==> src/rtl/standard_deviation_block_core_assert.svh <==
// Assertion macros shared by the standard deviation block modules.
// Each macro expects signals named clock and reset in the scope where it is used.
`ifndef STANDARD_DEVIATION_BLOCK_CORE_ASSERT_SVH
`define STANDARD_DEVIATION_BLOCK_CORE_ASSERT_SVH

// Checks that the consequent holds in the same cycle as the antecedent.
`define SDB_ASSERT_SAME(lbl, ante, cons, msg) \
   lbl: assert property (@(posedge clock) disable iff (reset) (ante) |-> (cons)) \
      else $error(msg);

// Checks that the consequent holds in the cycle after the antecedent.
`define SDB_ASSERT_NEXT(lbl, ante, cons, msg) \
   lbl: assert property (@(posedge clock) disable iff (reset) (ante) |=> (cons)) \
      else $error(msg);

`endif

==> src/rtl/sdb_pkg.sv <==
// Package for the standard deviation block: widths, state and command types.
// Used by sdb_ctrl, sdb_datapath and standard_deviation_block_core; depends on nothing.
`timescale 1ns / 1ps

package sdb_pkg;

   // Block size and sample format.
   localparam int MAX_COUNT   = 4096;
   localparam int SAMPLE_BITS = 16;
   localparam int FRAC_BITS   = 8;

   // Accumulator widths.
   localparam int COUNT_W = $clog2(MAX_COUNT + 1);
   localparam int SUM_W   = SAMPLE_BITS + $clog2(MAX_COUNT);
   localparam int SQ_W    = 2 * SAMPLE_BITS - 1;
   localparam int S2_W    = SQ_W + $clog2(MAX_COUNT);

   // Shared multiplier; the sum of squares is multiplied in two halves.
   localparam int S2_LO_W = 22;
   localparam int S2_HI_W = S2_W - S2_LO_W;
   localparam int MUL_W   = SUM_W;
   localparam int PROD_W  = 2 * MUL_W;
   localparam int ACC_W   = COUNT_W + S2_W;

   // Divider and square root.
   localparam int NUM_W  = ACC_W + 2 * FRAC_BITS;
   localparam int DIV_W  = 2 * COUNT_W;
   localparam int Q_W    = 48;
   localparam int ROOT_W = Q_W / 2;
   localparam int REM_W  = ROOT_W + 2;
   localparam int STEP_W = $clog2(NUM_W);

   // Port widths.
   localparam int REQ_DATA_W = SAMPLE_BITS;
   localparam int DEV_W      = 24;
   localparam int CNT_OUT_W  = 13;
   localparam int RSP_DATA_W = 40;

   typedef enum logic [3:0] {
      ST_ACCUM,
      ST_DRAIN,
      ST_MUL_LO,
      ST_MUL_HI,
      ST_MUL_SQ,
      ST_MUL_NN,
      ST_DIV_LOAD,
      ST_DIV_STEP,
      ST_SQRT_LOAD,
      ST_SQRT_STEP,
      ST_FINISH
   } state_type;

   typedef enum logic [3:0] {
      OP_NONE,
      OP_MUL_LO,
      OP_MUL_HI,
      OP_MUL_SQ,
      OP_MUL_NN,
      OP_DIV_LOAD,
      OP_DIV_STEP,
      OP_SQRT_LOAD,
      OP_SQRT_STEP
   } dp_op_type;

   typedef struct packed {
      dp_op_type op;
      logic      accept;
      logic      load_out;
   } dp_cmd_type;

   typedef struct packed {
      logic out_free;
   } dp_status_type;

endpackage

==> src/rtl/standard_deviation_block_core.sv <==
// Top level of the standard deviation block: controller plus datapath.
// Depends on sdb_pkg, sdb_ctrl and sdb_datapath.
`timescale 1ns / 1ps

// Streams signed 16-bit samples in, one word per clock, with req_tlast on the
// final sample of a block, and returns one result word per block: the population
// standard deviation in unsigned Q.8 (floored), the saturated sample count and an
// overflow flag set when the block held more than 4096 samples (only the first
// 4096 are then used). Samples are accepted every cycle while accumulating. After
// the final sample is accepted the block does not accept again until it has
// finished accumulating, run four products on the shared 28x28 multiplier,
// then a radix-2 restoring divider of 72 steps and a 24-step square root, each
// after a load step and each one bit or digit per cycle. The result appears on
// rsp_tvalid in the cycle after it is loaded into the output register, which
// holds it, so the next block can stream in while it waits to be taken. If the
// previous result word is still held when a new one is ready, the block stays in
// its last cycle, with req_tready low, until that word is taken.
module standard_deviation_block_core (
   input  logic                            clock,
   input  logic                            reset,
   input  logic                            req_tvalid,
   output logic                            req_tready,
   input  logic [sdb_pkg::REQ_DATA_W-1:0]  req_tdata,  // [15:0] sample
   input  logic                            req_tlast,
   output logic                            rsp_tvalid,
   input  logic                            rsp_tready,
   output logic [sdb_pkg::RSP_DATA_W-1:0]  rsp_tdata,  // [23:0] std_dev_q8, [36:24] sample_count
   output logic                            rsp_tuser   // [0] overflow
);

   sdb_pkg::dp_cmd_type           cmd;
   sdb_pkg::dp_status_type        sts;
   logic [sdb_pkg::DEV_W-1:0]     std_dev;
   logic [sdb_pkg::CNT_OUT_W-1:0] count;

   sdb_ctrl u_ctrl (
      .clock      (clock),
      .reset      (reset),
      .req_tvalid (req_tvalid),
      .req_tlast  (req_tlast),
      .req_tready (req_tready),
      .sts        (sts),
      .cmd        (cmd)
   );

   sdb_datapath u_datapath (
      .clock        (clock),
      .reset        (reset),
      .cmd          (cmd),
      .sts          (sts),
      .req_sample   (req_tdata),
      .rsp_tready   (rsp_tready),
      .rsp_tvalid   (rsp_tvalid),
      .rsp_std_dev  (std_dev),
      .rsp_count    (count),
      .rsp_overflow (rsp_tuser)
   );

   // Pack the result word, padded to whole bytes.
   assign rsp_tdata = {{(sdb_pkg::RSP_DATA_W - sdb_pkg::DEV_W - sdb_pkg::CNT_OUT_W){1'b0}},
                       count, std_dev};

endmodule

==> src/rtl/sdb_ctrl.sv <==
// Controller for the standard deviation block: sequences accumulation, multiply,
// divide and square root steps. Depends on sdb_pkg and the assertion macro header.
`timescale 1ns / 1ps
`include "standard_deviation_block_core_assert.svh"

module sdb_ctrl (
   input  logic                  clock,
   input  logic                  reset,
   input  logic                  req_tvalid,
   input  logic                  req_tlast,
   output logic                  req_tready,
   input  sdb_pkg::dp_status_type sts,
   output sdb_pkg::dp_cmd_type    cmd
);

   sdb_pkg::state_type             state_ff, state_in;
   logic [sdb_pkg::STEP_W-1:0]     cnt_ff, cnt_in;
   logic                           fire;

   assign req_tready = (state_ff == sdb_pkg::ST_ACCUM);
   assign fire       = req_tvalid && req_tready;

   // State and step counter registers.
   always_ff @(posedge clock) begin
      if (reset) begin
         state_ff <= sdb_pkg::ST_ACCUM;
         cnt_ff   <= '0;
      end else begin
         state_ff <= state_in;
         cnt_ff   <= cnt_in;
      end
   end

   // Next state and datapath commands.
   always_comb begin
      state_in     = state_ff;
      cnt_in       = cnt_ff;
      cmd.op       = sdb_pkg::OP_NONE;
      cmd.accept   = fire;
      cmd.load_out = 1'b0;
      case (state_ff)
         sdb_pkg::ST_ACCUM: begin
            if (fire && req_tlast) begin
               state_in = sdb_pkg::ST_DRAIN;
            end
         end
         sdb_pkg::ST_DRAIN: begin
            state_in = sdb_pkg::ST_MUL_LO;
         end
         sdb_pkg::ST_MUL_LO: begin
            cmd.op   = sdb_pkg::OP_MUL_LO;
            state_in = sdb_pkg::ST_MUL_HI;
         end
         sdb_pkg::ST_MUL_HI: begin
            cmd.op   = sdb_pkg::OP_MUL_HI;
            state_in = sdb_pkg::ST_MUL_SQ;
         end
         sdb_pkg::ST_MUL_SQ: begin
            cmd.op   = sdb_pkg::OP_MUL_SQ;
            state_in = sdb_pkg::ST_MUL_NN;
         end
         sdb_pkg::ST_MUL_NN: begin
            cmd.op   = sdb_pkg::OP_MUL_NN;
            state_in = sdb_pkg::ST_DIV_LOAD;
         end
         sdb_pkg::ST_DIV_LOAD: begin
            cmd.op   = sdb_pkg::OP_DIV_LOAD;
            cnt_in   = '0;
            state_in = sdb_pkg::ST_DIV_STEP;
         end
         sdb_pkg::ST_DIV_STEP: begin
            cmd.op = sdb_pkg::OP_DIV_STEP;
            cnt_in = cnt_ff + 1'b1;
            if (cnt_ff == sdb_pkg::STEP_W'(sdb_pkg::NUM_W - 1)) begin
               state_in = sdb_pkg::ST_SQRT_LOAD;
            end
         end
         sdb_pkg::ST_SQRT_LOAD: begin
            cmd.op   = sdb_pkg::OP_SQRT_LOAD;
            cnt_in   = '0;
            state_in = sdb_pkg::ST_SQRT_STEP;
         end
         sdb_pkg::ST_SQRT_STEP: begin
            cmd.op = sdb_pkg::OP_SQRT_STEP;
            cnt_in = cnt_ff + 1'b1;
            if (cnt_ff == sdb_pkg::STEP_W'(sdb_pkg::ROOT_W - 1)) begin
               state_in = sdb_pkg::ST_FINISH;
            end
         end
         sdb_pkg::ST_FINISH: begin
            // Wait until the output register can take the result word.
            if (sts.out_free) begin
               cmd.load_out = 1'b1;
               state_in     = sdb_pkg::ST_ACCUM;
            end
         end
         default: begin
            state_in = sdb_pkg::ST_ACCUM;
         end
      endcase
   end

   `SDB_ASSERT_NEXT(a_last_drains, fire && req_tlast, state_ff == sdb_pkg::ST_DRAIN, "final word did not start the computation")
   `SDB_ASSERT_NEXT(a_div_to_sqrt, state_ff == sdb_pkg::ST_DIV_STEP && cnt_ff == sdb_pkg::STEP_W'(sdb_pkg::NUM_W - 1), state_ff == sdb_pkg::ST_SQRT_LOAD, "divider ran the wrong number of steps")
   `SDB_ASSERT_NEXT(a_finish_returns, state_ff == sdb_pkg::ST_FINISH && sts.out_free, state_ff == sdb_pkg::ST_ACCUM && !req_tready == 1'b0, "block did not return to accumulation after the result")

endmodule

==> src/rtl/sdb_datapath.sv <==
// Datapath for the standard deviation block: accumulators, shared multiplier,
// restoring divider, digit-by-digit square root and output register. Depends on sdb_pkg.
`timescale 1ns / 1ps
`include "standard_deviation_block_core_assert.svh"

module sdb_datapath (
   input  logic                            clock,
   input  logic                            reset,
   input  sdb_pkg::dp_cmd_type             cmd,
   output sdb_pkg::dp_status_type          sts,
   input  logic [sdb_pkg::REQ_DATA_W-1:0]  req_sample,
   input  logic                            rsp_tready,
   output logic                            rsp_tvalid,
   output logic [sdb_pkg::DEV_W-1:0]       rsp_std_dev,
   output logic [sdb_pkg::CNT_OUT_W-1:0]   rsp_count,
   output logic                            rsp_overflow
);

   // Input stage.
   logic [sdb_pkg::SAMPLE_BITS-1:0] x_ff, x_in;
   logic [sdb_pkg::SQ_W-1:0]        sq_ff, sq_in;
   logic                            stage_vld_ff, stage_vld_in;
   logic signed [2*sdb_pkg::SAMPLE_BITS-1:0] sq_full;

   // Accumulators.
   logic [sdb_pkg::COUNT_W-1:0] count_ff, count_in;
   logic [sdb_pkg::SUM_W-1:0]   sum_ff, sum_in;
   logic [sdb_pkg::S2_W-1:0]    s2_ff, s2_in;
   logic                        ovf_ff, ovf_in;

   // Multiply, divide and square root.
   logic [sdb_pkg::MUL_W-1:0]   mul_a, mul_b, abs_sum;
   logic [sdb_pkg::PROD_W-1:0]  prod_ff, prod_in;
   logic [sdb_pkg::ACC_W-1:0]   acc_ff, acc_in;
   logic [sdb_pkg::NUM_W-1:0]   num_ff, num_in;
   logic [sdb_pkg::DIV_W-1:0]   d_ff, d_in;
   logic [sdb_pkg::REM_W-1:0]   rem_ff, rem_in;
   logic [sdb_pkg::Q_W-1:0]     q_ff, q_in;
   logic [sdb_pkg::ROOT_W-1:0]  root_ff, root_in;
   logic [sdb_pkg::REM_W:0]     div_rem2, div_diff;
   logic [sdb_pkg::REM_W+1:0]   sq_rem2, sq_trial, sq_diff;

   // Output register.
   logic                          out_vld_ff, out_vld_in;
   logic [sdb_pkg::DEV_W-1:0]     out_dev_ff, out_dev_in;
   logic [sdb_pkg::CNT_OUT_W-1:0] out_cnt_ff, out_cnt_in;
   logic                          out_ovf_ff, out_ovf_in;

   assign sts.out_free = !out_vld_ff || rsp_tready;
   assign rsp_tvalid   = out_vld_ff;
   assign rsp_std_dev  = out_dev_ff;
   assign rsp_count    = out_cnt_ff;
   assign rsp_overflow = out_ovf_ff;

   // Square each accepted sample in the input stage.
   assign sq_full      = $signed(req_sample) * $signed(req_sample);
   assign x_in         = cmd.accept ? req_sample : x_ff;
   assign sq_in        = cmd.accept ? sq_full[sdb_pkg::SQ_W-1:0] : sq_ff;
   assign stage_vld_in = cmd.accept;

   // Count, sum and sum of squares; saturated blocks only set the overflow flag.
   always_comb begin
      count_in = count_ff;
      sum_in   = sum_ff;
      s2_in    = s2_ff;
      ovf_in   = ovf_ff;
      if (cmd.load_out) begin
         count_in = '0;
         sum_in   = '0;
         s2_in    = '0;
         ovf_in   = 1'b0;
      end else if (stage_vld_ff) begin
         if (count_ff < sdb_pkg::COUNT_W'(sdb_pkg::MAX_COUNT)) begin
            count_in = count_ff + 1'b1;
            sum_in   = sum_ff + {{(sdb_pkg::SUM_W - sdb_pkg::SAMPLE_BITS){x_ff[sdb_pkg::SAMPLE_BITS-1]}},
                                 x_ff};
            s2_in    = s2_ff + sdb_pkg::S2_W'(sq_ff);
         end else begin
            ovf_in = 1'b1;
         end
      end
   end

   // Shared multiplier operand selection.
   assign abs_sum = sum_ff[sdb_pkg::SUM_W-1] ? (~sum_ff + 1'b1) : sum_ff;

   always_comb begin
      mul_a = sdb_pkg::MUL_W'(count_ff);
      mul_b = sdb_pkg::MUL_W'(count_ff);
      case (cmd.op)
         sdb_pkg::OP_MUL_LO: mul_b = sdb_pkg::MUL_W'(s2_ff[sdb_pkg::S2_LO_W-1:0]);
         sdb_pkg::OP_MUL_HI: mul_b = sdb_pkg::MUL_W'(s2_ff[sdb_pkg::S2_W-1:sdb_pkg::S2_LO_W]);
         sdb_pkg::OP_MUL_SQ: begin
            mul_a = abs_sum;
            mul_b = abs_sum;
         end
         default: mul_b = sdb_pkg::MUL_W'(count_ff);
      endcase
   end

   assign prod_in = mul_a * mul_b;

   // Step helpers for the divider and the square root.
   assign div_rem2 = {rem_ff, num_ff[sdb_pkg::NUM_W-1]};
   assign div_diff = div_rem2 - (sdb_pkg::REM_W+1)'(d_ff);
   assign sq_rem2  = {rem_ff, q_ff[sdb_pkg::Q_W-1 -: 2]};
   assign sq_trial = {2'b00, root_ff, 2'b01};
   assign sq_diff  = sq_rem2 - sq_trial;

   // Variance numerator, then N*N, then division, then square root.
   always_comb begin
      acc_in  = acc_ff;
      num_in  = num_ff;
      d_in    = d_ff;
      rem_in  = rem_ff;
      q_in    = q_ff;
      root_in = root_ff;
      case (cmd.op)
         sdb_pkg::OP_MUL_HI: acc_in = sdb_pkg::ACC_W'(prod_ff);
         sdb_pkg::OP_MUL_SQ: acc_in = acc_ff + sdb_pkg::ACC_W'(prod_ff << sdb_pkg::S2_LO_W);
         sdb_pkg::OP_MUL_NN: acc_in = acc_ff - sdb_pkg::ACC_W'(prod_ff);
         sdb_pkg::OP_DIV_LOAD: begin
            d_in   = prod_ff[sdb_pkg::DIV_W-1:0];
            num_in = {acc_ff, {(2*sdb_pkg::FRAC_BITS){1'b0}}};
            rem_in = '0;
            q_in   = '0;
         end
         sdb_pkg::OP_DIV_STEP: begin
            num_in = {num_ff[sdb_pkg::NUM_W-2:0], 1'b0};
            if (div_rem2 >= (sdb_pkg::REM_W+1)'(d_ff)) begin
               rem_in = div_diff[sdb_pkg::REM_W-1:0];
               q_in   = {q_ff[sdb_pkg::Q_W-2:0], 1'b1};
            end else begin
               rem_in = div_rem2[sdb_pkg::REM_W-1:0];
               q_in   = {q_ff[sdb_pkg::Q_W-2:0], 1'b0};
            end
         end
         sdb_pkg::OP_SQRT_LOAD: begin
            rem_in  = '0;
            root_in = '0;
         end
         sdb_pkg::OP_SQRT_STEP: begin
            q_in = {q_ff[sdb_pkg::Q_W-3:0], 2'b00};
            if (sq_rem2 >= sq_trial) begin
               rem_in  = sq_diff[sdb_pkg::REM_W-1:0];
               root_in = {root_ff[sdb_pkg::ROOT_W-2:0], 1'b1};
            end else begin
               rem_in  = sq_rem2[sdb_pkg::REM_W-1:0];
               root_in = {root_ff[sdb_pkg::ROOT_W-2:0], 1'b0};
            end
         end
         default: acc_in = acc_ff;
      endcase
   end

   // Output register holds a finished word until it is taken.
   always_comb begin
      out_vld_in = out_vld_ff;
      out_dev_in = out_dev_ff;
      out_cnt_in = out_cnt_ff;
      out_ovf_in = out_ovf_ff;
      if (cmd.load_out) begin
         out_vld_in = 1'b1;
         out_dev_in = root_ff;
         out_cnt_in = sdb_pkg::CNT_OUT_W'(count_ff);
         out_ovf_in = ovf_ff;
      end else if (rsp_tready) begin
         out_vld_in = 1'b0;
      end
   end

   // Control registers.
   always_ff @(posedge clock) begin
      if (reset) begin
         stage_vld_ff <= 1'b0;
         count_ff     <= '0;
         sum_ff       <= '0;
         s2_ff        <= '0;
         ovf_ff       <= 1'b0;
         out_vld_ff   <= 1'b0;
      end else begin
         stage_vld_ff <= stage_vld_in;
         count_ff     <= count_in;
         sum_ff       <= sum_in;
         s2_ff        <= s2_in;
         ovf_ff       <= ovf_in;
         out_vld_ff   <= out_vld_in;
      end
   end

   // Payload registers.
   always_ff @(posedge clock) begin
      x_ff       <= x_in;
      sq_ff      <= sq_in;
      prod_ff    <= prod_in;
      acc_ff     <= acc_in;
      num_ff     <= num_in;
      d_ff       <= d_in;
      rem_ff     <= rem_in;
      q_ff       <= q_in;
      root_ff    <= root_in;
      out_dev_ff <= out_dev_in;
      out_cnt_ff <= out_cnt_in;
      out_ovf_ff <= out_ovf_in;
   end

   `SDB_ASSERT_SAME(a_count_bound, 1'b1, count_ff <= sdb_pkg::COUNT_W'(sdb_pkg::MAX_COUNT), "sample count exceeded its maximum")
   `SDB_ASSERT_SAME(a_div_rem_bound, cmd.op == sdb_pkg::OP_DIV_STEP, (sdb_pkg::DIV_W+1)'(rem_ff) < (sdb_pkg::DIV_W+1)'(d_ff), "divider remainder not below divisor")
   `SDB_ASSERT_SAME(a_quot_range, cmd.op == sdb_pkg::OP_SQRT_LOAD, q_ff[sdb_pkg::Q_W-1] == 1'b0, "scaled variance out of range")

endmodule
==> config.mk <==
export PLATFORM = sky130hd
export DESIGN_NAME = standard_deviation_block_core
export DESIGN_NICKNAME = d
export VERILOG_FILES = /design/src/rtl/sdb_pkg.sv /design/src/rtl/standard_deviation_block_core.sv /design/src/rtl/sdb_ctrl.sv /design/src/rtl/sdb_datapath.sv
export VERILOG_INCLUDE_DIRS = /design/src /design/src/rtl
export SDC_FILE = /design/constraint.sdc
export NUM_CORES = 2
export LEC_CHECK = 0
export BUFFER_PORTS_ARGS = -buffer_cell sky130_fd_sc_hd__buf_2
export CELL_PAD_IN_SITES_DETAIL_PLACEMENT = 2
export CELL_PAD_IN_SITES_GLOBAL_PLACEMENT = 2
export CORE_ASPECT_RATIO = 1.4
export CORE_MARGIN = 3
export CORE_UTILIZATION = 42
export CTS_CLUSTER_DIAMETER = 30
export CTS_CLUSTER_SIZE = 25
export DETAILED_ROUTE_END_ITERATION = 6
export GPL_ROUTABILITY_DRIVEN = 0
export PLACE_DENSITY = 0.83
export SLEW_MARGIN = 20
export SYNTH_ARGS = -nofsm -noshare
export SYNTH_HDL_FRONTEND = slang
export SYNTH_SLANG_ARGS = --single-unit
==> constraint.sdc <==
create_clock -name clock -period 12.7 [get_ports clock]
set_clock_uncertainty 0.05 [all_clocks]
set_input_delay 2.54 -clock clock [delete_from_list [all_inputs] [get_ports clock]]
set_output_delay 2.54 -clock clock [all_outputs]
set_load 0.02 [all_outputs]
==> results.toml <==
[timing]
hold_viol = 0
rsz0062_at_grt = "no"
worstMarginPinSlew_ns = 1.37
fin_hold_ws_ns = 0.399
setup_violations = 0
finalCritPeriodShare = 0.928
tns_ns = 0
slew_headroom = 0.0806
fin_crit_ns = 11.79
fmax_mhz = 84.8
slew_viol_final = 0

[yosys]
ys.flop_type = "edfxtp_1"
synth_area_um2 = 61400
avgSynthCellArea_um2 = 9.02
yosys-top-cells-area = "fa_1 (30%), edfxtp_1 (16%), ha_1 (10%)"
netlist.area_leader.share = 0.297
synthArstFlopShare = 0
yosysTopAreaCell = "fa_1"
synthCells = 6812
yosys_warnings = 0
synth_edf_count = 319
synth_cell_type_count = 86
yosysSeqAreaShare = 0.206
ys_ff_latch = 473

[floorplanning]
die_width_um = 329
rows = 165
start_util = 0.424
num_io_pins = 64
die_height_um = 458
die_area_um2 = 151000
fp.coreArea_um2 = 145000

[finish]
final_core_util = 0.468
finish.net_count = 8280
stdcell_count = 8867
final_common_cell = "inv_1"
area_delta_synth_final_pct = 10.5
final_cell_mix = "inv_1 (1339), fa_1 (911), nand2_1 (803)"
drive_above_1_share = 0.0652

[critical_path]
setup.worst_path.end_class = "register"
crit_path_start = "u_datapath.sum_ff[2]$_SDFFE_PP0P_"
crit_required_ns = 13.34
path_max_fanout = 16
worstPathArrival_ns = 12.42
crit_family = "adder cells"
r2r_start = "u_datapath.sum_ff[2]$_SDFFE_PP0P_"
critical_path_class = "register to register"
crit_path_start_kind = "register"
cp_num_buf_inv = 4
worst_path_max_delay_cell = "inv_1"
crit_top_cell = "fa_1"
cpPeakStageDelay_ns = 0.87

[detailed_routing]
via_count = 51700
wl_per_cell_um = 29.5
drt_drc_violations_left = 0
drtIter0Drc = 2977
antenna_left = 0
wl_um = 261000
first_pass_iters = 5
vias_per_cell = 5.84

[clock_network]
hold_buffers = 0
clkSinkCount = 473
clock_latency_ns = 0.76
root_buffer = "clkbuf_16"
path_clk_slew_ns = 0.05
post_cts_resized = 0
h-tree-depth = 3
cts_tree = "built"
clk_path_buf_depth = 3
cts_setup_buffers = 0
numCtsBuffers = 103

[outcome]
status = "completed"

[power_and_ir_drop]
p_clk_frac = 0.268
leakagePower_nw = 32.3
comb_power_share = 0.539
powerDensity_nw_per_um2 = 157
ir_drop_v = 0.000240
seqPwrFrac = 0.193
switching_share = 0.448
switchingPower_mw = 4.78
internal_power_mw = 5.89

[global_route]
grt_pass1_vias = 62800
antenna_found_initial = 3
grt_overflow = 0
grt_max_degree = 103
grt_pass1_wl_um = 392000
grt_usage = 0.346

[placed_design]
hpwl_um = 197000
place_inst = 8669
io_buffers = 60

[min_path]
worstHoldStart = "u_datapath.root_ff[0]$_SDFFCE_PP0P_"
hp-class = "register to register"

[flow_run]
cap_violations = 0
routing by layer:
layer  vias to the layer above  global-route usage  part of all wire
met5                         -                   0                 0
li1                      21800                   -                 -
met2                      1956               0.634              0.52
met4                         0               0.298              0.10
met3                      1167              0.0684             0.050
met1                     26800               0.327              0.33
cells in the mapped netlist (58+ instances only):
master and n:
o21ai_0 168, nand2_1 808, inv_1 1340, a21o_1 133, o22ai_1 58, clkbuf_1 208, nor2_1 627, nand2b_1 64
dfxtp_1 154, xor2_1 124, edfxtp_1 319, a21oi_1 357, xnor2_1 187, fa_1 911, ha_1 494, nand3_1 67
cell type report:
type	instances	area [um^2]
sequential	473	12700
timing repair buffer	164	1090
fill	15700	77100
inverter	1358	5100
tap	1920	2400
clock inverter	74	905
multi-input combinational	4754	42900
clock buffer	122	2780
antenna	2	5.00
stage by stage:
step | power, mW | cell area, um^2 | setup WS (ns)
2_1_floorplan | 5.68 | 61500 | 3.53
3_3_place_gp | 6.84 | 64100 | 1.92
3_5_place_dp | 7.31 | 64200 | 1.57
4_1_cts | 10.6 | 67800 | 1.13
5_1_grt | 11.2 | 67900 | 0.659
6_report | 10.7 | 67900 | 0.911
flip-flops by register name (all words and copies together) (netlist names), 4 cells and up:
| register | cells |
|---|---|
| u_ctrl.cnt_ff | 7 |
| u_ctrl.state_ff | 4 |
| u_datapath.acc_ff | 56 |
| u_datapath.count_ff | 13 |
| u_datapath.d_ff | 26 |
| u_datapath.num_ff | 56 |
| u_datapath.prod_ff | 56 |
| u_datapath.q_ff | 48 |
| u_datapath.rem_ff | 26 |
| u_datapath.root_ff | 24 |
| u_datapath.rsp_count | 13 |
| u_datapath.rsp_std_dev | 24 |
| u_datapath.s2_ff | 43 |
| u_datapath.sq_ff | 30 |
| u_datapath.sum_ff | 28 |
| u_datapath.x_ff | 15 |
worst reg2reg max path, delay by kind of cell (launching register included):
kind                       cells  cell delay (ns)
DFF                            1             0.39
xor gates and xnor gates       2             0.37
AOI/OAI and AO/OA              8             2.16
adders and majority gates      8             4.03
and+or+nand+nor               10             3.38
buffers and inverters          4             1.36
cell families after synthesis:
kind of cell,after synthesis,share of synthesized area
AND/OR/NAND/NOR,1865,0.131
AO/OA/AOI/OAI,1112,0.116
multiplexers,31,0.00511
other,2,0.000122
XOR/XNOR,312,0.0446
buffers and inverters,1612,0.0997
adder cells (fa/ha/maj),1405,0.398
flip-flops,473,0.206
power by group through the flow:
stage               logic (mW)  clock network (mW)  registers (mW)
CTS                       5.68                2.89            2.05
floorplan                 3.65                   0            2.03
global placement          4.77                   0            2.07
finish                    5.75                2.85            2.06
global route              6.17                2.95            2.06
detailed placement        5.23                   0            2.08
path summary, 6_finish.rpt:
kind              slack (ns)                                   to  depth (start not counted)
setup reg to reg        0.91       u_datapath.prod_ff[54]$_DFF_P_                         32
hold / removal          0.40  u_datapath.rsp_std_dev[0]$_DFFE_PP_                          0
setup / recovery        0.91       u_datapath.prod_ff[54]$_DFF_P_                         32
hold reg to reg         0.40  u_datapath.rsp_std_dev[0]$_DFFE_PP_                          0
(Power assumes the default switching activity.)
